## config.mk

```make
export PLATFORM = sky130hd
export DESIGN_NAME = bhs_csr
export DESIGN_NICKNAME = d
export VERILOG_FILES = /design/src/rtl/core/bhs_pkg.sv /design/src/rtl/core/bhs_csr.sv
export SDC_FILE = /design/constraint.sdc
export NUM_CORES = 1
export LEC_CHECK = 0
export ABC_AREA = 1
export BUFFER_PORTS_ARGS = -buffer_cell sky130_fd_sc_hd__buf_2
export CAP_MARGIN = 10
export CELL_PAD_IN_SITES_DETAIL_PLACEMENT = 2
export CELL_PAD_IN_SITES_GLOBAL_PLACEMENT = 2
export CORE_UTILIZATION = 21
export CTS_CLUSTER_DIAMETER = 120
export CTS_CLUSTER_SIZE = 8
export DETAILED_ROUTE_END_ITERATION = 8
export PLACE_DENSITY = 0.84
export SYNTH_ARGS = -nofsm -noshare
export SYNTH_HDL_FRONTEND = slang
export SYNTH_SLANG_ARGS = --single-unit
```

## constraint.sdc

```tcl
create_clock -name clock -period 1.34 [get_ports clock]
set_clock_uncertainty 0.1 [all_clocks]
set_input_delay 0.067 -clock clock [delete_from_list [all_inputs] [get_ports clock]]
set_output_delay 0.067 -clock clock [all_outputs]
set_load 0.1 [all_outputs]
```

## src/rtl/core/bhs_pkg.sv

```systemverilog
// ---------------------------------------------------------------------------
// Bilinear height sampler package
// Widths, codes and inter-module structs of the sampler pipeline.
// ---------------------------------------------------------------------------
package bhs_pkg;

   localparam int MAX_DIM        = 256;
   localparam int DIM_BITS       = $clog2(MAX_DIM);
   localparam int CFG_DIM_BITS   = 9;
   localparam int WEIGHT_BITS    = 8;
   localparam int FRAC_BITS      = 15;
   localparam int POS_BITS       = 16;
   localparam int TEXEL_BITS     = 16;
   localparam int ELEV_BITS      = 24;
   localparam int SIZE_BITS      = DIM_BITS + 1;
   localparam int OFFS_BITS      = FRAC_BITS + 1;
   localparam int FIX_BITS       = OFFS_BITS + DIM_BITS;
   localparam int NUM_BANKS      = 4;
   localparam int BANK_SEL_BITS  = 2;
   localparam int BANK_ADDR_BITS = 2 * (DIM_BITS - 1);
   localparam int BANK_DEPTH     = MAX_DIM * MAX_DIM / NUM_BANKS;
   localparam int WPROD_BITS     = 2 * WEIGHT_BITS + 1;
   localparam int ACC_BITS       = TEXEL_BITS + WPROD_BITS + 1;
   localparam int OUT_SHIFT      = 2 * WEIGHT_BITS - 8;
   localparam int CSR_ADDR_BITS  = 4;
   localparam int CSR_DATA_BITS  = 32;

   localparam logic signed [POS_BITS-1:0] POS_ONE = POS_BITS'(1 << (FRAC_BITS - 1));
   localparam logic [OFFS_BITS-1:0] OFFS_FULL = OFFS_BITS'(1 << FRAC_BITS);
   localparam logic [WEIGHT_BITS:0] WEIGHT_ONE = (WEIGHT_BITS + 1)'(1 << WEIGHT_BITS);

   // command codes
   localparam logic CMD_WRITE  = 1'b0;
   localparam logic CMD_SAMPLE = 1'b1;

   // register indexes
   localparam logic [1:0] REG_MAP_PRESENT = 2'd0;
   localparam logic [1:0] REG_MAP_WIDTH   = 2'd1;
   localparam logic [1:0] REG_MAP_HEIGHT  = 2'd2;

   typedef struct packed {
      logic                present;
      logic [DIM_BITS-1:0] w_last;
      logic [DIM_BITS-1:0] h_last;
   } cfg_type;

   typedef struct packed {
      logic                                     wr_en;
      logic [BANK_SEL_BITS-1:0]                 wr_bank;
      logic [BANK_ADDR_BITS-1:0]                wr_addr;
      logic [TEXEL_BITS-1:0]                    wr_data;
      logic                                     rd_en;
      logic [NUM_BANKS-1:0][BANK_ADDR_BITS-1:0] rd_addr;
   } store_req_type;

   // corner_bank order: [i0][j0], [i0][j1], [i1][j0], [i1][j1]
   typedef struct packed {
      logic                                    valid;
      logic                                    sample;
      logic [WEIGHT_BITS-1:0]                  alpha;
      logic [WEIGHT_BITS-1:0]                  beta;
      logic [NUM_BANKS-1:0][BANK_SEL_BITS-1:0] corner_bank;
   } blend_req_type;

   typedef logic [NUM_BANKS-1:0][TEXEL_BITS-1:0] bank_data_type;

endpackage

```

## src/rtl/core/bhs_csr.sv

```systemverilog
// ---------------------------------------------------------------------------
// Bilinear height sampler registers
// APB-style register file: map_present, map_width, map_height.
// ---------------------------------------------------------------------------
module bhs_csr (
   input  logic                               clock,
   input  logic                               reset,
   input  logic                               csr_psel,
   input  logic                               csr_penable,
   input  logic                               csr_pwrite,
   input  logic [bhs_pkg::CSR_ADDR_BITS-1:0]  csr_paddr,
   input  logic [bhs_pkg::CSR_DATA_BITS-1:0]  csr_pwdata,
   output logic [bhs_pkg::CSR_DATA_BITS-1:0]  csr_prdata,
   output logic                               csr_pready,
   output bhs_pkg::cfg_type                   cfg
);

   logic                                present_ff;
   logic [bhs_pkg::CFG_DIM_BITS-1:0]    width_ff;
   logic [bhs_pkg::CFG_DIM_BITS-1:0]    height_ff;
   logic                                wr_strobe;
   logic [1:0]                          reg_index;

   function automatic logic [bhs_pkg::DIM_BITS-1:0] last_index(
      input logic [bhs_pkg::CFG_DIM_BITS-1:0] raw
   );
      logic [bhs_pkg::CFG_DIM_BITS-1:0] less;
      begin
         less = raw - bhs_pkg::CFG_DIM_BITS'(1);
         if (raw == '0) begin
            last_index = '0;
         end else if (raw > bhs_pkg::CFG_DIM_BITS'(bhs_pkg::MAX_DIM)) begin
            last_index = bhs_pkg::DIM_BITS'(bhs_pkg::MAX_DIM - 1);
         end else begin
            last_index = less[bhs_pkg::DIM_BITS-1:0];
         end
      end
   endfunction

   assign csr_pready = 1'b1;
   assign wr_strobe  = csr_psel && csr_penable && csr_pwrite && csr_pready;
   assign reg_index  = csr_paddr[3:2];

   always_ff @(posedge clock) begin
      if (reset) begin
         present_ff <= 1'b0;
         width_ff   <= bhs_pkg::CFG_DIM_BITS'(256);
         height_ff  <= bhs_pkg::CFG_DIM_BITS'(256);
      end else if (wr_strobe) begin
         case (reg_index)
            bhs_pkg::REG_MAP_PRESENT: present_ff <= csr_pwdata[0];
            bhs_pkg::REG_MAP_WIDTH:   width_ff   <= csr_pwdata[bhs_pkg::CFG_DIM_BITS-1:0];
            bhs_pkg::REG_MAP_HEIGHT:  height_ff  <= csr_pwdata[bhs_pkg::CFG_DIM_BITS-1:0];
            default: ;
         endcase
      end
   end

   always_comb begin
      case (reg_index)
         bhs_pkg::REG_MAP_PRESENT: csr_prdata = bhs_pkg::CSR_DATA_BITS'(present_ff);
         bhs_pkg::REG_MAP_WIDTH:   csr_prdata = bhs_pkg::CSR_DATA_BITS'(width_ff);
         bhs_pkg::REG_MAP_HEIGHT:  csr_prdata = bhs_pkg::CSR_DATA_BITS'(height_ff);
         default:                  csr_prdata = '0;
      endcase
   end

   always_comb begin
      cfg.present = present_ff;
      cfg.w_last  = last_index(width_ff);
      cfg.h_last  = last_index(height_ff);
   end

endmodule

```

## Word-level counts from Yosys, hierarchy flattened

Cells that the tools add are included.

| operators by class | value |
|---|---|
| add/subtract/negate cells | 2 |
| magnitude comparators | 2 |
| eq/ne operators | 2 |
| muxes and demuxes | 5 |
| reductions and logical operators | 8 |

Operators by type and width:

| operator | count |
|---|---|
| two-way mux 8 bit | 4 |
| case mux 9 bit (3 select lines) | 1 |
| greater-than comparator 9 bit (second input constant) | 2 |
| logical NOT 9 bit | 2 |
| subtractor 8 x 1 -> 8 bit (second input constant) | 2 |
| AND reduction 2 bit | 3 |
| == test 2 x 1 -> 1 bit (second input constant) | 1 |
| == test 2 bit (second input constant) | 1 |
| logical AND 1 bit | 2 |
| logical NOT 2 bit | 1 |

| word-level totals | value |
|---|---|
| flip-flop bits (word level) | 19 |
| output and inout bits | 50 |

## Logic depth before layout (Yosys ltp)

| depth | value |
|---|---|
| word-level depth | 3 |
| mapped depth | 8 |
| mapped depth without buffers | 8 |

## Worst setup path before layout

Ideal clock, no wire load.

| timing | value |
|---|---|
| path kind | flip-flop to output port |
| start point | register width_ff[0] (netlist name) |
| end point | output port cfg[8] (netlist name) |
| arrival time | 2.978 ns |
| setup slack | -1.805 ns |
| cell stages (with the launch flop) | 8 |
| buffers on the path | 0 |
| path through | dfxtp_1 inv_1 ha_1 nand3_1 nor2_1 nand2_1 inv_2 o21ai_0 |

RTL lines:

| item | line | text |
|---|---|---|
| from (decl) | bhs_csr.sv:19 | `logic [bhs_pkg::CFG_DIM_BITS-1:0] width_ff;` |
| from (signal assigned) | bhs_csr.sv:47 | `width_ff <= bhs_pkg::CFG_DIM_BITS'(256);` |
| from (signal assigned) | bhs_csr.sv:52 | `bhs_pkg::REG_MAP_WIDTH: width_ff <= csr_pwdata[bhs_pkg::CFG_DIM_BITS-1:0];` |
| to (decl) | bhs_csr.sv:15 | `output bhs_pkg::cfg_type cfg` |

==> run metrics <==
via count between 1500 and 2000; clock sinks 19; worst r2r src width_ff[0]; most frequent cells after synthesis buf_4 (25), inv_1 (25), nand2_1 (25); Wirelength per Cell 18.3 um; final setup vio count 21; # H-tree levels 1; ys async rst share 0%; post-synth top area cell dfxtp_1; Bufs on Longest Clock Path 2; max_cap viols 0; Final period util 136%; Via density around 4.4; flop2flop setup slack between 200 and 300 ps; GRT Resource Usage Total approximately a fifth; achievable frequency between 0.5 and 0.6 GHz; first-pass GRT wire length 10300 um; Mapped Cells 216; crit path kind reg -> out; crit path launch type register; CP arrival 1650 ps; EDFF count, synth 0; Worst setup EP type output port; gr ovfl total 0; HPWL Detailed 5090 um; R2R depth 4; FF-to-FF End width_ff[0]; crit path time final 1820 ps; Netlist cell types 31; final hold vios 0; Layout area overhead 102%; critical path fanouts, max 7; Hold Crit Class in -> reg; DR iter-0 viols 31; Final Max Slew Viols 0; port bufs 41; DR pass1 iterations 4; syn avg cell area 6.92 um^2; setup slack after placement -181 ps; largest net degree at the start of global routing 20; Critical Path Start height_ff[1]; vias in the first global route approximately 1900; num rows 30; TritonCTS clock tree built; failing checks negative setup slack; top cell type's share of synthesized area 25.5%; Num CTS Buffers 3; # IOs 91; Leak 1.30 nW; post-synthesis sequential area ratio roughly a quarter; status finished with violations; Yosys warning total 0; synthesis-stage register bit count 19; total power around 0.0026 W; Post-Route WL ~7000 um; setup slack after layout -477 ps; DIE AREA around 0.0075 mm^2; Die X about 86 um; Die Y ~86 um; top post-synthesis cells by area dfxtp_1 (25%), buf_4 (13%), a21oi_1 (7.4%); Core Area about 0.007 mm^2; Inserted Diodes 0; VDD IR max between 0.0007 and 0.0008 V; CP Capture Point cfg[1]; routability cong. roughly 0.76; most common flop cell mapped by yosys dfxtp_1; Initial Util ~22%; detailed-route DRC error count 0; DRT antenna net count 0; Slew HR a little under two thirds; initial antenna violation count 0; Clock Pin Slew Worst Setup and Hold Paths 80 ps; synthesized area between 0.001 and 0.0015 mm^2; CP required around 1200 ps; actual slew at the worst max-slew pin between 500 and 600 ps; Pwr per Cell Area about 850 mW/mm^2; RSZ-0062 raised after global routing true; root buffer cell clkbuf_8; clk_lat worst skew ~270 ps; Final nets around 340; ratio of cells with drive above 1 in the final layout approximately two thirds
## cell families after synthesis
logic type / Yosys count / synth area share (%)
other: 2 / 0.503
XOR/XNOR: 6 / 3.52
adder cells (fa/ha/maj): 4 / 3.35
buffers and inverters: 61 / 23.0
AND/OR/NAND/NOR: 66 / 22.4
AO/OA/AOI/OAI: 58 / 21.7
flip-flops: 19 / 25.5
## final cells by class
cell class | instances | area, um^2
inverters | 33 | 161
flip-flops and latches | 19 | 425
well taps | 96 | 120
fillers | 765 | 3810
multi-input cells | 158 | 1310
clock buffers | 4 | 45.0
repair buffers | 79 | 952
## report_power, final
| part | internal [W] | total [W] | switching, W |
|---|---|---|---|
| Sequential | 0.000564 | 0.000583 | 0.0000190 |
| Clock | 0.000213 | 0.000432 | 0.000219 |
| Combinational | 0.000456 | 0.00155 | 0.00110 |
| Total | 0.00123 | 0.00257 | 0.00134 |
## stage by stage
stage / instances / area [um^2] / TNS, ps / utilization, % / hold slack, ps
2_1_floorplan: 238 / 1880 / -5100 / - / 97.4
3_3_place_gp: 375 / 2590 / -1330 / 37.9 / 220
3_5_place_dp: 375 / 2590 / -2370 / 37.9 / 242
4_1_cts: 386 / 2860 / -6850 / 41.8 / 10.5
5_1_grt: 389 / 3020 / -8800 / 44.2 / 33.7
6_report: 389 / 3020 / -7490 / 44.2 / 5.30
## flip-flops by register name (all words and copies together), names as in the netlist
| register | count |
|---|---|
| height_ff | 9 |
| width_ff | 9 |
| present_ff | 1 |
## routing by layer
| metal | track usage (%) | vias to the layer above | share of wire, % |
|---|---|---|---|
| met4 | 5.30 | 0 | 1.3 |
| met5 | 0 | - | 0 |
| met3 | 3.52 | 9 | 3.7 |
| met2 | 35.1 | 46 | 55 |
| met1 | 21.3 | 828 | 40 |
| li1 | - | 816 | - |
## repair_timing
action | in CTS | in global routing
gates cloned | 0 | 0
hold buffers | 2 | 0
setup buffers | 6 | 7
pin swaps | 22 | 23
endpoints found under the setup margin | 25 | 25
gates resized for setup | 62 | 44
endpoints found under the hold margin | 3 | 0
## how the worst min path moves through the flow
stage                   from  cells after the start  slack (ps)            to
6_report       csr_pwdata[4]                      3           5   width_ff[4]
5_1_grt        csr_pwdata[0]                      3          30   width_ff[0]
4_1_cts        csr_pwdata[0]                      3          10  height_ff[0]
3_5_place_dp   csr_pwdata[8]                      3         240  height_ff[8]
3_3_place_gp   csr_pwdata[8]                      3         220  height_ff[8]
2_1_floorplan  csr_pwdata[8]                      2         100  height_ff[8]
## worst max-delay path: stages (launching register included)
cell,delay (ps)
dfxtp_2,340
inv_4,90
ha_4,160
nand3_4,90
nor3_4,260
buf_12,190
o21ai_4,70
buf_12,170
## cells in the final DEF (no fill, tap or decap), types with 4 or more instances in the layout
cell type,count
a21oi_1,16
a21oi_4,6
buf_12,27
buf_2,16
buf_4,19
buf_6,15
conb_1,24
dfxtp_2,9
dfxtp_4,9
inv_1,6
inv_2,14
inv_4,11
nand2_1,16
nand2_2,8
nand2_4,4
nand3_1,5
nor2_1,4
nor2_2,7
nor2_4,14
o21ai_0,11
o21ai_1,8
o21ai_4,6
o22ai_4,8
Note: power is estimated with default switching activity, not from simulation.
