### config.mk
export PLATFORM = sky130hd
export DESIGN_NAME = bhs_blend
export DESIGN_NICKNAME = d
export VERILOG_FILES = /design/src/rtl/core/bhs_pkg.sv /design/src/rtl/core/bhs_blend.sv
export SDC_FILE = /design/constraint.sdc
export NUM_CORES = 2
export LEC_CHECK = 0
export BUFFER_PORTS_ARGS = -buffer_cell sky130_fd_sc_hd__clkbuf_2
export CAP_MARGIN = 20
export CORE_ASPECT_RATIO = 2
export CORE_MARGIN = 2
export CORE_UTILIZATION = 60
export CTS_BUF_LIST = sky130_fd_sc_hd__clkbuf_16
export CTS_CLUSTER_DIAMETER = 150
export CTS_CLUSTER_SIZE = 12
export DETAILED_ROUTE_END_ITERATION = 10
export GPL_TIMING_DRIVEN = 0
export HOLD_SLACK_MARGIN = 0.02
export PLACE_DENSITY_LB_ADDON = 0.25
export SYNTH_ARGS = -nofsm -noshare
export SYNTH_HDL_FRONTEND = slang
export SYNTH_SLANG_ARGS = --single-unit
### constraint.sdc
create_clock -name clock -period 18.5 [get_ports clock]
set_clock_uncertainty 0.2 [all_clocks]
set_input_delay 1.85 -clock clock [delete_from_list [all_inputs] [get_ports clock]]
set_output_delay 1.85 -clock clock [all_outputs]
set_load 0.01 [all_outputs]
### src/rtl/core/bhs_pkg.sv
// ---------------------------------------------------------------------------
// Bilinear height sampler package
// Widths, codes and inter-module structs of the sampler pipeline.
// ---------------------------------------------------------------------------
package bhs_pkg;

   localparam int MAX_DIM        = 256;
   localparam int DIM_BITS       = $clog2(MAX_DIM);
   localparam int CFG_DIM_BITS   = 9;
   localparam int WEIGHT_BITS    = 8;
   localparam int FRAC_BITS      = 15;
   localparam int POS_BITS       = 16;
   localparam int TEXEL_BITS     = 16;
   localparam int ELEV_BITS      = 24;
   localparam int SIZE_BITS      = DIM_BITS + 1;
   localparam int OFFS_BITS      = FRAC_BITS + 1;
   localparam int FIX_BITS       = OFFS_BITS + DIM_BITS;
   localparam int NUM_BANKS      = 4;
   localparam int BANK_SEL_BITS  = 2;
   localparam int BANK_ADDR_BITS = 2 * (DIM_BITS - 1);
   localparam int BANK_DEPTH     = MAX_DIM * MAX_DIM / NUM_BANKS;
   localparam int WPROD_BITS     = 2 * WEIGHT_BITS + 1;
   localparam int ACC_BITS       = TEXEL_BITS + WPROD_BITS + 1;
   localparam int OUT_SHIFT      = 2 * WEIGHT_BITS - 8;
   localparam int CSR_ADDR_BITS  = 4;
   localparam int CSR_DATA_BITS  = 32;

   localparam logic signed [POS_BITS-1:0] POS_ONE = POS_BITS'(1 << (FRAC_BITS - 1));
   localparam logic [OFFS_BITS-1:0] OFFS_FULL = OFFS_BITS'(1 << FRAC_BITS);
   localparam logic [WEIGHT_BITS:0] WEIGHT_ONE = (WEIGHT_BITS + 1)'(1 << WEIGHT_BITS);

   // command codes
   localparam logic CMD_WRITE  = 1'b0;
   localparam logic CMD_SAMPLE = 1'b1;

   // register indexes
   localparam logic [1:0] REG_MAP_PRESENT = 2'd0;
   localparam logic [1:0] REG_MAP_WIDTH   = 2'd1;
   localparam logic [1:0] REG_MAP_HEIGHT  = 2'd2;

   typedef struct packed {
      logic                present;
      logic [DIM_BITS-1:0] w_last;
      logic [DIM_BITS-1:0] h_last;
   } cfg_type;

   typedef struct packed {
      logic                                     wr_en;
      logic [BANK_SEL_BITS-1:0]                 wr_bank;
      logic [BANK_ADDR_BITS-1:0]                wr_addr;
      logic [TEXEL_BITS-1:0]                    wr_data;
      logic                                     rd_en;
      logic [NUM_BANKS-1:0][BANK_ADDR_BITS-1:0] rd_addr;
   } store_req_type;

   // corner_bank order: [i0][j0], [i0][j1], [i1][j0], [i1][j1]
   typedef struct packed {
      logic                                    valid;
      logic                                    sample;
      logic [WEIGHT_BITS-1:0]                  alpha;
      logic [WEIGHT_BITS-1:0]                  beta;
      logic [NUM_BANKS-1:0][BANK_SEL_BITS-1:0] corner_bank;
   } blend_req_type;

   typedef logic [NUM_BANKS-1:0][TEXEL_BITS-1:0] bank_data_type;

endpackage

### src/rtl/core/bhs_blend.sv
// ---------------------------------------------------------------------------
// Bilinear height sampler blend back end
// Picks the corners, forms weights, multiplies, sums and holds the result.
// ---------------------------------------------------------------------------
module bhs_blend (
   input  logic                              clock,
   input  logic                              reset,
   input  logic                              advance,
   input  logic                              map_present,
   input  bhs_pkg::blend_req_type            blend_req,
   input  bhs_pkg::bank_data_type            rd_data,
   output logic                              rsp_valid,
   output logic [bhs_pkg::ELEV_BITS-1:0]     rsp_elevation
);

   logic                                   valid3_ff;
   bhs_pkg::blend_req_type                 info3_ff;
   logic                                   valid4_ff;
   logic signed [bhs_pkg::TEXEL_BITS-1:0]  tex4_ff [bhs_pkg::NUM_BANKS];
   logic signed [bhs_pkg::TEXEL_BITS-1:0]  tex4_in [bhs_pkg::NUM_BANKS];
   logic [bhs_pkg::WPROD_BITS-1:0]         wgt4_ff [bhs_pkg::NUM_BANKS];
   logic [bhs_pkg::WPROD_BITS-1:0]         wgt4_in [bhs_pkg::NUM_BANKS];
   logic                                   valid5_ff;
   logic signed [bhs_pkg::ACC_BITS-1:0]    prod5_ff [bhs_pkg::NUM_BANKS];
   logic signed [bhs_pkg::ACC_BITS-1:0]    prod5_in [bhs_pkg::NUM_BANKS];
   logic                                   rsp_valid_ff;
   logic [bhs_pkg::ELEV_BITS-1:0]          elev_ff;
   logic [bhs_pkg::ELEV_BITS-1:0]          elev_in;

   logic [bhs_pkg::WEIGHT_BITS:0]          wa [2];
   logic [bhs_pkg::WEIGHT_BITS:0]          wb [2];
   logic [2*bhs_pkg::WEIGHT_BITS+1:0]      wfull [bhs_pkg::NUM_BANKS];
   logic signed [bhs_pkg::ACC_BITS-1:0]    acc;

   // writes leave the pipeline here
   always_ff @(posedge clock) begin
      if (reset) begin
         valid3_ff    <= 1'b0;
         valid4_ff    <= 1'b0;
         valid5_ff    <= 1'b0;
         rsp_valid_ff <= 1'b0;
      end else if (advance) begin
         valid3_ff    <= blend_req.valid && blend_req.sample;
         valid4_ff    <= valid3_ff;
         valid5_ff    <= valid4_ff;
         rsp_valid_ff <= valid5_ff;
      end
   end

   // index 0 is the (1 - w) side, index 1 the w side
   always_comb begin
      wa[0] = bhs_pkg::WEIGHT_ONE - {1'b0, info3_ff.alpha};
      wa[1] = {1'b0, info3_ff.alpha};
      wb[0] = bhs_pkg::WEIGHT_ONE - {1'b0, info3_ff.beta};
      wb[1] = {1'b0, info3_ff.beta};
      for (int k = 0; k < bhs_pkg::NUM_BANKS; k++) begin
         tex4_in[k] = $signed(rd_data[info3_ff.corner_bank[k]]);
         wfull[k]   = wa[k / 2] * wb[k % 2];
         wgt4_in[k] = wfull[k][bhs_pkg::WPROD_BITS-1:0];
      end
   end

   always_comb begin
      for (int k = 0; k < bhs_pkg::NUM_BANKS; k++) begin
         prod5_in[k] = tex4_ff[k] * $signed({1'b0, wgt4_ff[k]});
      end
   end

   // floor shift to Q16.8 is a plain bit slice of the two's complement sum
   always_comb begin
      acc     = prod5_ff[0] + prod5_ff[1] + prod5_ff[2] + prod5_ff[3];
      elev_in = map_present ? acc[bhs_pkg::OUT_SHIFT +: bhs_pkg::ELEV_BITS] : '0;
   end

   always_ff @(posedge clock) begin
      if (advance) begin
         info3_ff <= blend_req;
         tex4_ff  <= tex4_in;
         wgt4_ff  <= wgt4_in;
         prod5_ff <= prod5_in;
         elev_ff  <= elev_in;
      end
   end

   assign rsp_valid     = rsp_valid_ff;
   assign rsp_elevation = elev_ff;

endmodule

# Word-level counts from Yosys, hierarchy flattened
# Index checks and enable logic that the tools add are counted.
# W data, S select, Z words.
[classes]
muxes = 8
n_addsub = 5
order_cmp = 4
n_mul = 8
reduce_logical = 1
[op_table]
columns = ["op", "n"]
rows = [
  ["$bmux W16 S2", 4],
  ["$add A32 B32 Y32", 3],
  ["$mul A16 B18 Y32", 3],
  ["$mux W16", 4],
  ["$mul A16 B17 Y32", 1],
  ["$sub A9 B8 Y9 const A", 2],
  ["$mul A8 B9 Y17", 1],
  ["$mul A9 B8 Y17", 1],
  ["$mul A9 B9 Y17", 1],
  ["$mul A8 B8 Y16", 1],
  ["$lt A2 B3 Y1 const B", 4],
  ["$logic_and A1 B1 Y1", 1],
]
[word_totals]
reg_bits = 311
output_inout_bits = 25
inputBits = 94
wordCells = 49

# Logic depth before layout (Yosys ltp)
[depth]
depth_word = 3
depth_mapped = 24
mapped_depth_nobuf = 23

# Worst setup path after synthesis
# Ideal clock, no wire load.
[synth_timing]
path_type = "reg-to-reg"
start = "register tex4_ff[23] in the netlist's numbering"
end = "register prod5_ff[65] in the netlist's numbering, data pin"
arrival_ns = 5.831
setup_slack_ns = 12.208
path_buffers = 2
period_less_slack_ns = 6.292
path_stages_with_launch = 24
setup_time_ns = 0.261
path_cell_list = "edfxtp_1 -> clkbuf_1 -> nand2_1 -> fa_1 -> inv_1 -> fa_1 -> inv_1 -> fa_1 -> inv_1 -> fa_1 -> fa_1 -> inv_1 -> fa_1 -> inv_1 -> ha_1 -> clkbuf_1 -> nand2_1 -> nor2_1 -> nand3_1 -> a2111oi_2 -> o21ai_1 -> a211oi_1 -> nor3_1 -> a311o_1"
[synth_rtl]
columns = ["element", "line_no", "text"]
rows = [
  ["from (decl)", "bhs_blend.sv:19", "logic signed [bhs_pkg::TEXEL_BITS-1:0] tex4_ff [bhs_pkg::NUM_BANKS];"],
  ["from (signal assigned)", "bhs_blend.sv:78", "tex4_ff <= tex4_in;"],
  ["to (signal assigned)", "bhs_blend.sv:80", "prod5_ff <= prod5_in;"],
  ["to (decl)", "bhs_blend.sv:24", "logic signed [bhs_pkg::ACC_BITS-1:0] prod5_ff [bhs_pkg::NUM_BANKS];"],
]

==> summary.txt <==
Outcome
  • Result of the run: finished, final reports clean

Yosys
  • Share of synthesized area occupied by flip-flops and latches: 15.8%
  • Synthesized area: 58300 µm²
  • Synthesized netlist cell count: 5877
  • Ranking of synthesized cells by area: fa_1 (36%), edfxtp_1 (16%), ha_1 (14%)
  • Net count after synthesis: 7652
  • Share of Yosys cell area claimed by the top area cell type: 36.0%
  • Mapped Avg Cell Area: 9.93 µm²
  • Yosys warning count: 0
  • Number of distinct library cells after synthesis: 80
  • Largest area contributor in the synthesized netlist: fa_1
  • FF+latch count, synth: 308
  • Post-synth EDFFs: 304
  • Dominant synthesized flop cell: edfxtp_1
  • Async S/R FF share, synth: 0%

Floorplan
  • Number of rows created at floorplan: 161
  • Y dimension of the die: 445 µm
  • Total Die Area: 99900 µm²
  • Initial core utilization: 60.6%
  • Top-level I/O count: 119
  • Die width: 224 µm
  • Std-Cell Core Area: 96300 µm²

Route
  • DR vias: 42700
  • DRT Wirelength: 184 mm
  • Drt drc: 0
  • 1st-iter DRT viols: 2649
  • Count of nets left with antenna violations after detail routing: 0
  • Average via count per standard cell: 5.86
  • Routed wire per std cell: 25.3 µm
  • Drt pass-1 iters: 6

Global route
  • Wire length of the first global-routing pass: 277 mm
  • Vias in the first global route: 47100
  • Aggregate global routing overflow: 0
  • Total Routing Usage GR: 38.2%
  • Largest net degree at the start of global routing: 119
  • Number of antenna violations at the first check in global routing: 20

Timing
  • Pins Over Slew Limit: 0
  • RSZ-0062 raised after global routing: no
  • Post-route fraction of the period consumed by the critical path: 44.7%
  • Final critical delay including setup and external delays: 8.26 ns
  • Fmax: 121 MHz
  • Slew at the pin closest to its max-slew limit: 1.20 ns
  • Final setup fails: 0
  • Setup TNS: 0 ns
  • Final hold vios: 0
  • Relative slew slack: 19.3%
  • Hold Slack: 0.281 ns

Place
  • Number of port buffers: 118
  • Final RePlAce weighted congestion: 1.01
  • Half-perimeter wire length after placement: 157 mm

CTS
  • Count of H-tree levels built during CTS: 1
  • Clock insertion delay at the later pin of the skew report: 0.65 ns
  • Number of buffers between clock root and the deepest sink: 3
  • CTS clk-pin slew, worst paths: 0.08 ns
  • Post-cts repair resize count: 0
  • Root buf cell: clkbuf_16
  • Number of clock sinks seen by CTS: 308
  • Number of buffers added by the clock tree synthesis step: 29
  • CTS tree: yes
  • Hold buffers post-CTS: 0
  • Post-CTS repair timing setup buffer count: 0

Setup path
  • Ordered list of cells on the worst path: clkbuf_1 > clkbuf_1 > nand2_1 > fa_1 > fa_1 > inv_1 > fa_1 > fa_1 > fa_1 > inv_1 > fa_1 > inv_1 > ha_1 > and3_1 > nand4_1 > o31ai_1 > a31oi_1 > a21boi_0 > a211o_1 > a21oi_1 > xnor2_1
  • Setup crit start kind: flip-flop
  • Arrival time at the worst endpoint: 8.37 ns
  • Buffers & Inverters on Critical Path: 5
  • Cell seen most often among critical-path stages: fa_1
  • Kind of capture point of the worst setup path: flip-flop
  • Largest stage delay, worst path: 0.72 ns
  • Setup CP Type: flip-flop to flip-flop
  • Cell family contributing the most delay on the critical path: adder cells
  • Peak fanout along the critical path: 10
  • Worst path required time: 18.61 ns
  • Critical-path top delay cell: clkbuf_1

Layout
  • Layout fillers: 8195
  • Final Net Count: 7809
  • Proportion of layout cells with a drive suffix above 1: 4.23%
  • Area delta synth->final: 5.36%

Min path
  • Min-Delay Path Class: flip-flop to flip-flop

Flow run
  • Number of max-capacitance violations reported: 0
synth_stat cells (all sizes together), types with 10 or more instances:
| master | n |
|---|---|
| inv | 1244 |
| or3 | 14 |
| mux4 | 64 |
| a31oi | 13 |
| nand2b | 47 |
| edfxtp | 304 |
| nand4 | 15 |
| xnor2 | 148 |
| ha | 633 |
| a21o | 64 |
| a211oi | 30 |
| nor2b | 17 |
| o31ai | 10 |
| xor2 | 51 |
| clkbuf | 204 |
| or2 | 11 |
| o21bai | 22 |
| buf | 11 |
| and3 | 20 |
| o21ai | 75 |
| o21a | 22 |
| nor3 | 33 |
| nand3 | 42 |
| a21oi | 127 |
| and2 | 631 |
| nor2 | 154 |
| fa | 1048 |
| nand2 | 710 |
flip-flops by register name, indices dropped and copies added (netlist names):
register	cells
valid3_ff	1
wgt4_ff	64
valid5_ff	1
rsp_elevation	24
rsp_valid	1
valid4_ff	1
info3_ff	24
prod5_ff	128
tex4_ff	64
cell usage in the layout, fill, tap and decap left out, types with 5 or more instances in the layout:
cell	instances
a211oi_1	27
a21boi_0	8
a21o_1	64
a21oi_1	127
a221oi_1	8
a31oi_1	12
and2_1	631
and3_1	19
buf_1	10
clkbuf_1	202
clkbuf_16	29
clkbuf_2	119
clkinv_1	5
diode_2	16
edfxtp_1	304
fa_1	1048
ha_1	633
inv_1	1258
mux2i_1	6
mux4_2	64
nand2_1	710
nand2b_1	47
nand3_1	42
nand4_1	15
nor2_1	154
nor2b_1	17
nor3_1	33
nor4_1	6
o2111ai_1	9
o211ai_1	9
o21a_1	22
o21ai_0	68
o21bai_1	22
o31ai_1	8
o41ai_1	5
or2_2	10
or3_1	14
xnor2_1	148
xor2_1	51
logic make-up after synthesis:
kind of cell	share of synthesized area [%]
fa+ha+maj	49.5
compound gates	5.16
buf+inv	9.41
simple gates	14.5
xor+xnor	2.99
flops	15.8
mux	2.57
final cells by class:
type	count	area [µm²]	area share, %
well taps	1222	1530	2.49
flip-flops and latches	308	9210	15.0
inverters	1247	4680	7.61
clock buffers	29	726	1.18
diodes	16	40.0	0.0651
plain buffers	215	811	1.32
clock inverters	17	80.1	0.130
repair buffers	126	749	1.22
multi-input cells	4107	43600	71.0
routing by layer:
layer  GRT usage, %  routed length, µm  vias to the layer above  part of all wire [%]
li1               -                  -                    18600                     -
met1           37.6              57100                    21500                    31
met2           67.6              93400                     1774                    51
met3           6.69              12200                      850                   6.6
met4           35.3              21700                       16                    12
met5              0                 97                        -                 0.053
path summary, 6_finish.rpt:
path                from            end  slack [ns]  cells after the start
max          tex4_ff[55]  prod5_ff[133]       10.24                     21
min reg2reg    valid3_ff      valid3_ff        0.28                      2
max reg2reg  tex4_ff[55]  prod5_ff[133]       10.24                     21
min            valid3_ff      valid3_ff        0.28                      2
worst register-to-register path, stage by stage, from the launching register on:
cell and delay (ns):
edfxtp_1 0.32, clkbuf_1 0.56, clkbuf_1 0.73, nand2_1 0.18, fa_1 0.54, fa_1 0.51, inv_1 0.06, fa_1 0.58
fa_1 0.45, fa_1 0.51, inv_1 0.06, fa_1 0.54, inv_1 0.06, ha_1 0.35, and3_1 0.21, nand4_1 0.27
o31ai_1 0.30, a31oi_1 0.15, a21boi_0 0.43, a211o_1 0.20, a21oi_1 0.07, xnor2_1 0.68
stage by stage:
stage / worst slack [ns] / cells / util (%) / area [µm²]
6_report: 10.24 / 7287 / 63.8 / 61500
3_3_place_gp: 9.47 / 7217 / 62.8 / 60500
4_1_cts: 10.48 / 7267 / 63.7 / 61400
3_5_place_dp: 10.52 / 7221 / 62.9 / 60600
5_1_grt: 10.15 / 7273 / 63.8 / 61400
2_1_floorplan: 12.21 / 5877 / - / 58300
Power is not shown: default switching activity piles up to over one toggle a cycle in this logic, so the estimate is an artifact.
