$ cat config.mk
export PLATFORM = sky130hd
export DESIGN_NAME = bhs_coord
export DESIGN_NICKNAME = d
export VERILOG_FILES = /design/src/rtl/core/bhs_pkg.sv /design/src/rtl/core/bhs_coord.sv
export SDC_FILE = /design/constraint.sdc
export NUM_CORES = 1
export LEC_CHECK = 0
export BUFFER_PORTS_ARGS = -buffer_cell sky130_fd_sc_hd__clkbuf_2
export CORE_ASPECT_RATIO = 0.9
export CORE_MARGIN = 2
export CORE_UTILIZATION = 33
export CTS_CLUSTER_SIZE = 30
export DETAILED_ROUTE_END_ITERATION = 10
export PLACE_DENSITY = 0.52
export SLEW_MARGIN = 10
export SYNTH_ARGS = -nofsm -noshare
export SYNTH_HDL_FRONTEND = slang
export SYNTH_SLANG_ARGS = --single-unit
$ cat constraint.sdc
create_clock -name clock -period 16.02 [get_ports clock]
set_input_delay 0.801 -clock clock [delete_from_list [all_inputs] [get_ports clock]]
set_output_delay 0.801 -clock clock [all_outputs]
set_load 0.03 [all_outputs]
$ cat src/rtl/core/bhs_pkg.sv
// ---------------------------------------------------------------------------
// Bilinear height sampler package
// Widths, codes and inter-module structs of the sampler pipeline.
// ---------------------------------------------------------------------------
package bhs_pkg;

   localparam int MAX_DIM        = 256;
   localparam int DIM_BITS       = $clog2(MAX_DIM);
   localparam int CFG_DIM_BITS   = 9;
   localparam int WEIGHT_BITS    = 8;
   localparam int FRAC_BITS      = 15;
   localparam int POS_BITS       = 16;
   localparam int TEXEL_BITS     = 16;
   localparam int ELEV_BITS      = 24;
   localparam int SIZE_BITS      = DIM_BITS + 1;
   localparam int OFFS_BITS      = FRAC_BITS + 1;
   localparam int FIX_BITS       = OFFS_BITS + DIM_BITS;
   localparam int NUM_BANKS      = 4;
   localparam int BANK_SEL_BITS  = 2;
   localparam int BANK_ADDR_BITS = 2 * (DIM_BITS - 1);
   localparam int BANK_DEPTH     = MAX_DIM * MAX_DIM / NUM_BANKS;
   localparam int WPROD_BITS     = 2 * WEIGHT_BITS + 1;
   localparam int ACC_BITS       = TEXEL_BITS + WPROD_BITS + 1;
   localparam int OUT_SHIFT      = 2 * WEIGHT_BITS - 8;
   localparam int CSR_ADDR_BITS  = 4;
   localparam int CSR_DATA_BITS  = 32;

   localparam logic signed [POS_BITS-1:0] POS_ONE = POS_BITS'(1 << (FRAC_BITS - 1));
   localparam logic [OFFS_BITS-1:0] OFFS_FULL = OFFS_BITS'(1 << FRAC_BITS);
   localparam logic [WEIGHT_BITS:0] WEIGHT_ONE = (WEIGHT_BITS + 1)'(1 << WEIGHT_BITS);

   // command codes
   localparam logic CMD_WRITE  = 1'b0;
   localparam logic CMD_SAMPLE = 1'b1;

   // register indexes
   localparam logic [1:0] REG_MAP_PRESENT = 2'd0;
   localparam logic [1:0] REG_MAP_WIDTH   = 2'd1;
   localparam logic [1:0] REG_MAP_HEIGHT  = 2'd2;

   typedef struct packed {
      logic                present;
      logic [DIM_BITS-1:0] w_last;
      logic [DIM_BITS-1:0] h_last;
   } cfg_type;

   typedef struct packed {
      logic                                     wr_en;
      logic [BANK_SEL_BITS-1:0]                 wr_bank;
      logic [BANK_ADDR_BITS-1:0]                wr_addr;
      logic [TEXEL_BITS-1:0]                    wr_data;
      logic                                     rd_en;
      logic [NUM_BANKS-1:0][BANK_ADDR_BITS-1:0] rd_addr;
   } store_req_type;

   // corner_bank order: [i0][j0], [i0][j1], [i1][j0], [i1][j1]
   typedef struct packed {
      logic                                    valid;
      logic                                    sample;
      logic [WEIGHT_BITS-1:0]                  alpha;
      logic [WEIGHT_BITS-1:0]                  beta;
      logic [NUM_BANKS-1:0][BANK_SEL_BITS-1:0] corner_bank;
   } blend_req_type;

   typedef logic [NUM_BANKS-1:0][TEXEL_BITS-1:0] bank_data_type;

endpackage

$ cat src/rtl/core/bhs_coord.sv
// ---------------------------------------------------------------------------
// Bilinear height sampler coordinate front end
// Captures items, clamps and scales positions, and issues store accesses.
// ---------------------------------------------------------------------------
module bhs_coord (
   input  logic                               clock,
   input  logic                               reset,
   input  logic                               advance,
   input  bhs_pkg::cfg_type                   cfg,
   input  logic                               req_accept,
   input  logic                               req_command,
   input  logic [bhs_pkg::POS_BITS-1:0]       req_pos_x,
   input  logic [bhs_pkg::POS_BITS-1:0]       req_pos_y,
   input  logic [bhs_pkg::DIM_BITS-1:0]       req_texel_i,
   input  logic [bhs_pkg::DIM_BITS-1:0]       req_texel_j,
   input  logic [bhs_pkg::TEXEL_BITS-1:0]     req_texel_value,
   output bhs_pkg::store_req_type             store_req,
   output bhs_pkg::blend_req_type             blend_req
);

   typedef struct packed {
      logic                           command;
      logic [bhs_pkg::DIM_BITS-1:0]   texel_i;
      logic [bhs_pkg::DIM_BITS-1:0]   texel_j;
      logic [bhs_pkg::TEXEL_BITS-1:0] texel_value;
   } carry_type;

   logic [2:0]                          valid_ff;
   logic [2:0]                          valid_in;
   carry_type                           carry0_ff;
   carry_type                           carry0_in;
   carry_type                           carry1_ff;
   carry_type                           carry2_ff;
   logic signed [bhs_pkg::POS_BITS-1:0] pos_x0_ff;
   logic signed [bhs_pkg::POS_BITS-1:0] pos_y0_ff;
   logic [bhs_pkg::OFFS_BITS-1:0]       offs_x1_ff;
   logic [bhs_pkg::OFFS_BITS-1:0]       offs_x1_in;
   logic [bhs_pkg::OFFS_BITS-1:0]       flip_y1_ff;
   logic [bhs_pkg::OFFS_BITS-1:0]       flip_y1_in;
   logic [bhs_pkg::FIX_BITS-1:0]        ufix2_ff;
   logic [bhs_pkg::FIX_BITS-1:0]        ufix2_in;
   logic [bhs_pkg::FIX_BITS-1:0]        vfix2_ff;
   logic [bhs_pkg::FIX_BITS-1:0]        vfix2_in;

   logic [bhs_pkg::SIZE_BITS-1:0]                 w_eff;
   logic [bhs_pkg::SIZE_BITS-1:0]                 h_eff;
   logic [bhs_pkg::OFFS_BITS+bhs_pkg::SIZE_BITS-1:0] uprod;
   logic [bhs_pkg::OFFS_BITS+bhs_pkg::SIZE_BITS-1:0] vprod;
   logic [bhs_pkg::SIZE_BITS-1:0]                 ui;
   logic [bhs_pkg::SIZE_BITS-1:0]                 vi;
   logic                                          u_lt;
   logic                                          v_lt;
   logic [bhs_pkg::DIM_BITS-1:0]                  i0;
   logic [bhs_pkg::DIM_BITS-1:0]                  i1;
   logic [bhs_pkg::DIM_BITS-1:0]                  j0;
   logic [bhs_pkg::DIM_BITS-1:0]                  j1;
   logic [1:0][bhs_pkg::DIM_BITS-1:0]             i_sel;
   logic [1:0][bhs_pkg::DIM_BITS-1:0]             j_sel;

   function automatic logic [bhs_pkg::OFFS_BITS-1:0] clamp_offset(
      input logic signed [bhs_pkg::POS_BITS-1:0] p
   );
      logic signed [bhs_pkg::POS_BITS:0] shifted;
      begin
         shifted = p + bhs_pkg::POS_ONE;
         if (p < -bhs_pkg::POS_ONE) begin
            clamp_offset = '0;
         end else if (p > bhs_pkg::POS_ONE) begin
            clamp_offset = bhs_pkg::OFFS_FULL;
         end else begin
            clamp_offset = bhs_pkg::OFFS_BITS'(shifted);
         end
      end
   endfunction

   // stage valids: capture, clamp, scale
   assign valid_in = {valid_ff[1:0], req_accept};

   always_comb begin
      carry0_in.command     = req_command;
      carry0_in.texel_i     = req_texel_i;
      carry0_in.texel_j     = req_texel_j;
      carry0_in.texel_value = req_texel_value;
   end

   always_ff @(posedge clock) begin
      if (reset) begin
         valid_ff <= '0;
      end else if (advance) begin
         valid_ff <= valid_in;
      end
   end

   // clamp to [-1, 1] and move to [0, 2]; v runs opposite to y
   always_comb begin
      offs_x1_in = clamp_offset(pos_x0_ff);
      flip_y1_in = bhs_pkg::OFFS_FULL - clamp_offset(pos_y0_ff);
   end

   always_comb begin
      w_eff    = {1'b0, cfg.w_last} + bhs_pkg::SIZE_BITS'(1);
      h_eff    = {1'b0, cfg.h_last} + bhs_pkg::SIZE_BITS'(1);
      uprod    = offs_x1_ff * w_eff;
      vprod    = flip_y1_ff * h_eff;
      ufix2_in = uprod[bhs_pkg::FIX_BITS-1:0];
      vfix2_in = vprod[bhs_pkg::FIX_BITS-1:0];
   end

   always_ff @(posedge clock) begin
      if (advance) begin
         carry0_ff  <= carry0_in;
         pos_x0_ff  <= req_pos_x;
         pos_y0_ff  <= req_pos_y;
         carry1_ff  <= carry0_ff;
         offs_x1_ff <= offs_x1_in;
         flip_y1_ff <= flip_y1_in;
         carry2_ff  <= carry1_ff;
         ufix2_ff   <= ufix2_in;
         vfix2_ff   <= vfix2_in;
      end
   end

   // corners, clamped to the last texel
   always_comb begin
      ui   = ufix2_ff[bhs_pkg::FIX_BITS-1:bhs_pkg::FRAC_BITS];
      vi   = vfix2_ff[bhs_pkg::FIX_BITS-1:bhs_pkg::FRAC_BITS];
      u_lt = ui < {1'b0, cfg.w_last};
      v_lt = vi < {1'b0, cfg.h_last};
      i0   = u_lt ? ui[bhs_pkg::DIM_BITS-1:0] : cfg.w_last;
      i1   = u_lt ? ui[bhs_pkg::DIM_BITS-1:0] + bhs_pkg::DIM_BITS'(1) : cfg.w_last;
      j0   = v_lt ? vi[bhs_pkg::DIM_BITS-1:0] : cfg.h_last;
      j1   = v_lt ? vi[bhs_pkg::DIM_BITS-1:0] + bhs_pkg::DIM_BITS'(1) : cfg.h_last;
   end

   // each parity bank reads the corner index of its own parity
   always_comb begin
      for (int p = 0; p < 2; p++) begin
         i_sel[p] = (i0[0] == p[0]) ? i0 : i1;
         j_sel[p] = (j0[0] == p[0]) ? j0 : j1;
      end
   end

   always_comb begin
      store_req.wr_en   = valid_ff[2] && (carry2_ff.command == bhs_pkg::CMD_WRITE) && advance;
      store_req.wr_bank = {carry2_ff.texel_i[0], carry2_ff.texel_j[0]};
      store_req.wr_addr = {carry2_ff.texel_i[bhs_pkg::DIM_BITS-1:1],
                           carry2_ff.texel_j[bhs_pkg::DIM_BITS-1:1]};
      store_req.wr_data = carry2_ff.texel_value;
      store_req.rd_en   = advance;
      for (int b = 0; b < bhs_pkg::NUM_BANKS; b++) begin
         store_req.rd_addr[b] = {i_sel[b / 2][bhs_pkg::DIM_BITS-1:1],
                                 j_sel[b % 2][bhs_pkg::DIM_BITS-1:1]};
      end
   end

   always_comb begin
      blend_req.valid          = valid_ff[2];
      blend_req.sample         = carry2_ff.command == bhs_pkg::CMD_SAMPLE;
      blend_req.alpha          = ufix2_ff[bhs_pkg::FRAC_BITS-1 -: bhs_pkg::WEIGHT_BITS];
      blend_req.beta           = vfix2_ff[bhs_pkg::FRAC_BITS-1 -: bhs_pkg::WEIGHT_BITS];
      blend_req.corner_bank[0] = {i0[0], j0[0]};
      blend_req.corner_bank[1] = {i0[0], j1[0]};
      blend_req.corner_bank[2] = {i1[0], j0[0]};
      blend_req.corner_bank[3] = {i1[0], j1[0]};
   end

endmodule

Yosys cells after proc, flatten, opt, wreduce, memory -nomap -nowiden
Cells that the tools add are included.
{ "word_totals": {"reg_bits": 214, "inputBits": 86, "wordCells": 50} }
{ "classes": {"addsub": 7, "multipliers": 2, "magnitude_cmp": 6, "mux": 11, "n_bitwise": 1, "n_reduce_logical": 3} }
{ "op_table": {"columns": ["op", "count"], "rows": [
  ["2-to-1 mux 8 bit", 8],
  ["multiplier 16 x 9 -> 24 bit", 2],
  ["2-to-1 mux 16 bit", 3],
  ["adder 16 bit (second input constant)", 2],
  ["> comparator 16 bit (second input constant)", 2],
  ["< comparator 16 x 15 -> 1 bit (second input constant)", 2],
  ["adder 8 x 1 -> 9 bit (second input constant)", 2],
  ["< comparator 9 x 8 -> 1 bit", 2],
  ["adder 8 x 1 -> 8 bit (second input constant)", 2],
  ["subtractor 16 bit (first input constant)", 1],
  ["logical AND 1 bit", 2],
  ["OR reduction 2 bit", 1],
  ["NOT 1 bit", 1]
]} }

Logic depth before layout (Yosys ltp)
{ "logic_depth": {"depth_word": 4, "depth_mapped": 23, "mapped_depth_nobuf": 22} }

Worst setup path after synthesis
Ideal clock, no wire load.
{ "synth_path": {"path_type": "input-to-reg", "from": "input port cfg[8] (netlist bit)", "to": "register ufix2_ff[23] (netlist bit), data pin", "setup_ps": 266, "arrival_ps": 5677, "t_required_ps": 15754, "slack_ps": 10077, "path_stages": 19, "n_path_buf": 1, "path_cell_list": "ha_1 > nand3_1 > nor4_1 > clkbuf_1 > and2_1 > fa_1 > fa_1 > fa_1 > inv_1 > fa_1 > inv_1 > ha_1 > o21a_1 > o21ai_0 > a21oi_1 > a211oi_2 > nor2_1 > o41ai_1 > xnor2_1"} }
{ "synth_via": {"elab_chain_len": 2} }
{ "synth_rtl": {"columns": ["item", "line_no", "text"], "rows": [
  ["from (decl)", "bhs_coord.sv:9", "input bhs_pkg::cfg_type cfg,"],
  ["adder 8 x 1 -> 9 bit", "bhs_coord.sv:101", "w_eff = {1'b0, cfg.w_last} + bhs_pkg::SIZE_BITS'(1);"],
  ["multiplier 16 x 9 -> 24 bit", "bhs_coord.sv:103", "uprod = offs_x1_ff * w_eff;"],
  ["via uprod (one bit)", "bhs_coord.sv:47", "logic [bhs_pkg::OFFS_BITS+bhs_pkg::SIZE_BITS-1:0] uprod;"],
  ["to (signal assigned)", "bhs_coord.sv:118", "ufix2_ff <= ufix2_in;"],
  ["to (decl)", "bhs_coord.sv:40", "logic [bhs_pkg::FIX_BITS-1:0] ufix2_ff;"]
]} }
The timed path passes the listed nets, and every way through them passes these cells.
A chain may end at the register's enable or synchronous reset.

Worst setup path after layout
{ "layout_path": {"from": "input port cfg[0] (netlist bit)", "to": "register vfix2_ff[23] (netlist bit), data pin"} }
{ "layout_via": {"elab_chain_len": 2} }
{ "layout_rtl": {"columns": ["item", "line_no", "text"], "rows": [
  ["adder 8 x 1 -> 9 bit", "bhs_coord.sv:102", "h_eff = {1'b0, cfg.h_last} + bhs_pkg::SIZE_BITS'(1);"],
  ["multiplier 16 x 9 -> 24 bit", "bhs_coord.sv:104", "vprod = flip_y1_ff * h_eff;"],
  ["via vprod (one bit)", "bhs_coord.sv:48", "logic [bhs_pkg::OFFS_BITS+bhs_pkg::SIZE_BITS-1:0] vprod;"],
  ["to (signal assigned)", "bhs_coord.sv:119", "vfix2_ff <= vfix2_in;"],
  ["to (decl)", "bhs_coord.sv:42", "logic [bhs_pkg::FIX_BITS-1:0] vfix2_ff;"]
]} }
The timed path passes the listed nets, and every way through them passes these cells.

==> metrics.cfg <==
[timing]
finalHoldViolCount = 0
min_period_ns = 6.44
slew_violations = 0
fin_skew_ns = 0.0240
relSlewSlack = 0.308
finalSetupTns_ns = 0
fin_crit_sh = 0.402
fin_ws_ns = 9.58
final-setup-viol-count = 0
tightest_slew_ns = 1.04
max_freq_ghz = 0.155
rsz0062_at_grt = false

[worst_setup_path]
cp_slowest_cell = o211ai_1
startpoint = cfg[0]
r2r_start = flip_y1_ff[8]
worstRegToRegCells = 16
worstSetupStartpointType = input pin
slowest_delay_ns = 0.52
worstPathArrival_ns = 6.66
required_ns = 16.24
cp_cell_sequence = clkbuf_2 -> inv_1 -> nor3_1 -> nand3_1 -> nor3_1 -> xnor2_1 -> buf_4 -> nand2b_1 -> fa_1 -> fa_1 -> inv_1 -> fa_1 -> inv_1 -> fa_1 -> inv_1 -> ha_1 -> and3_1 -> and3_1 -> o211ai_1 -> o31ai_2 -> o21ai_1 -> nand4b_1 -> nand4_1
worstSetupPathType = in2reg
end_kind = flip-flop
critPathMaxFanout = 16

[cts]
clockBufferDepth = 2
cts_resized = 0
cts_tree = done
cts_htree_levels = 4
cts_sinks = 200
hold_buffers = 0
post_cts_buffers = 0
cts-root-buf = clkbuf_16
clk_pin_slew_worst_paths_ns = 0.08
cts_buffers = 17
clock_latency_ns = 0.48

[drt]
wl_um = 35500
routedWlPerCell_um = 15.1
ant_nets = 0
drt_iter0_drc = 413
top_layer = met5
route.met3.wl_um = 1600
wl_met1_um = 17600
vias = 10600
remaining_drc_errors = 0
dr.pass1.iters = 4
wl_met2_um = 15800
viasPerCell = 4.49

[cells_and_area]
fillers = 4972
nNetsFinal = 2038
ff_latch_area_sq_um = 5980
drive_above_1_share = 0.169
multi_input_area_sq_um = 9350
area_growth_pct = 13.2

[pwr]
power.share.clock = 0.148
power_frac_seq = 0.252
powerDensity_nw_per_um2 = 169
peakVddDrop_mv = 0.139
switching_share = 0.474
comb_power_share = 0.600
intPower_mw = 1.69
leakagePower_nw = 8.73
p_sw_mw = 1.52

[placement]
port_buffers = 200
pre_cts_ws_ns = 8.99
routabilityCongestion = 0.794
hpwl_um = 27500

[yosys]
ys_ff_latch = 200
ys_top_cells_by_count = inv_1, edfxtp_1, fa_1
seq_area_frac_synth = 0.357
synth_area_leader_cell = edfxtp_1
yosysMostFrequentCell = inv_1
syn_avg_cell_area_sq_um = 11.1
yosysUniqueCellTypes = 61
syn_nets = 1886
yosys-top-cells-area = edfxtp_1, fa_1, ha_1
netlist_area_sq_um = 16700
yosysWarnings = 0
synth_ff_type = edfxtp_1
async_flop_share = 0
syn_inst = 1507
synth_top_cell_area_share = 0.354
synth_edf_count = 197

[job]
drv_cap = 0

[floorplanning]
ios = 202
num_rows = 78
die_y_um = 218
core_sq_um = 50300
dieArea_sq_um = 52500
die_x_um = 241
start_util = 0.333

[outcome]
outcome = completed

[hold_path]
min-delay-start = carry1_ff[2]
hold_depth = 0
worstHoldPathType = reg2reg

[global_route]
grtUsageTotal = 0.143
overflow = 0
grt_pass1_vias = 10700
grt_first_pass_wirelength_um = 57800
grt_max_degree = 83
antenna_found_initial = 1

[power by group through the flow]
stage	Clock (mW)	Combinational, mW	Sequential, mW
after global placement	0	1.93	0.819
after global routing	0.515	2.18	0.820
after detailed placement	0	1.95	0.821
after floorplan	0	1.57	0.794
final	0.474	1.93	0.808
after CTS	0.501	1.96	0.809
[path summary, 6_finish.rpt]
check,endpoint,slack (ns)
max reg2reg,vfix2_ff[23],10.77
max,vfix2_ff[23],9.58
min,store_req[59],0.42
min reg2reg,store_req[59],0.42
[metal layers]
layer	up-vias	global-route usage
li1	5094	-
met3	26	0.0314
met5	-	0
met2	222	0.222
met4	2	0.0379
met1	5213	0.202
[cells by family after synthesis]
family / after synthesis / synth area share
and+or+nand+nor: 453 / 0.143
buffers and inverters: 345 / 0.0894
adders and majority gates: 293 / 0.306
DFF: 200 / 0.357
AOI/OAI and AO/OA: 105 / 0.0424
xor gates and xnor gates: 71 / 0.0372
muxes: 40 / 0.0246
[final cells by class]
cell class / count / share of cell area
diodes: 1 / 0.000132
well taps: 680 / 0.0449
clock inverters: 15 / 0.0125
flip-flops and latches: 200 / 0.315
repair buffers: 215 / 0.0592
multi-input cells: 962 / 0.493
clock buffers: 17 / 0.0225
inverters: 263 / 0.0521
[flip-flops by register name, summed over array words and instances, names as in the netlist]
| name | cells |
|---|---|
| vfix2_ff | 17 |
| blend_req | 1 |
| flip_y1_ff | 16 |
| pos_y0_ff | 16 |
| valid_ff | 3 |
| ufix2_ff | 17 |
| carry1_ff | 33 |
| carry0_ff | 33 |
| store_req | 32 |
| offs_x1_ff | 16 |
| pos_x0_ff | 16 |
[per-stage QoR]
step / util / std cells / power (mW) / hold slack (ns) / instance area [sq um]
global placement: 0.364 / 2320 / 2.75 / 0.400 / 18300
global route: 0.377 / 2352 / 3.52 / 0.418 / 18900
CTS: 0.377 / 2352 / 3.27 / 0.424 / 18900
detailed placement: 0.364 / 2320 / 2.77 / 0.405 / 18300
finish: 0.377 / 2353 / 3.21 / 0.417 / 18900
floorplan: - / 1507 / 2.36 / 0.400 / 16700
[cells in the final DEF (no fill, tap or decap), types with 3 or more instances in the layout]
cell and n:
mux2_2 9, ha_1 99, inv_1 263, o21bai_1 4, xnor2_1 40, nand4_1 6
mux2i_1 31, o21a_1 4, xor2_1 25, a211oi_1 5, edfxtp_1 197, fa_1 194
clkbuf_2 199, inv_8 3, and2_1 105, a21oi_1 31, xnor2_2 6, clkinv_8 5
nor3_1 13, buf_4 15, dfxtp_1 3, nand2_1 142, inv_16 4, a21o_1 16
o211ai_1 3, clkbuf_16 17, nor4_1 8, nand2b_1 17, o21ai_0 19, nor2b_1 76
nand3_1 15, and3_1 9, nor2_1 43
[worst max-delay path: cells and delay by family]
family | cells | cell delay [ns]
adders and majority gates | 5 | 2.19
and+or+nand+nor | 8 | 1.47
AOI/OAI and AO/OA | 3 | 1.10
buffers and inverters | 6 | 0.92
xor gates and xnor gates | 1 | 0.15
Power figures use the tool's default switching activity.
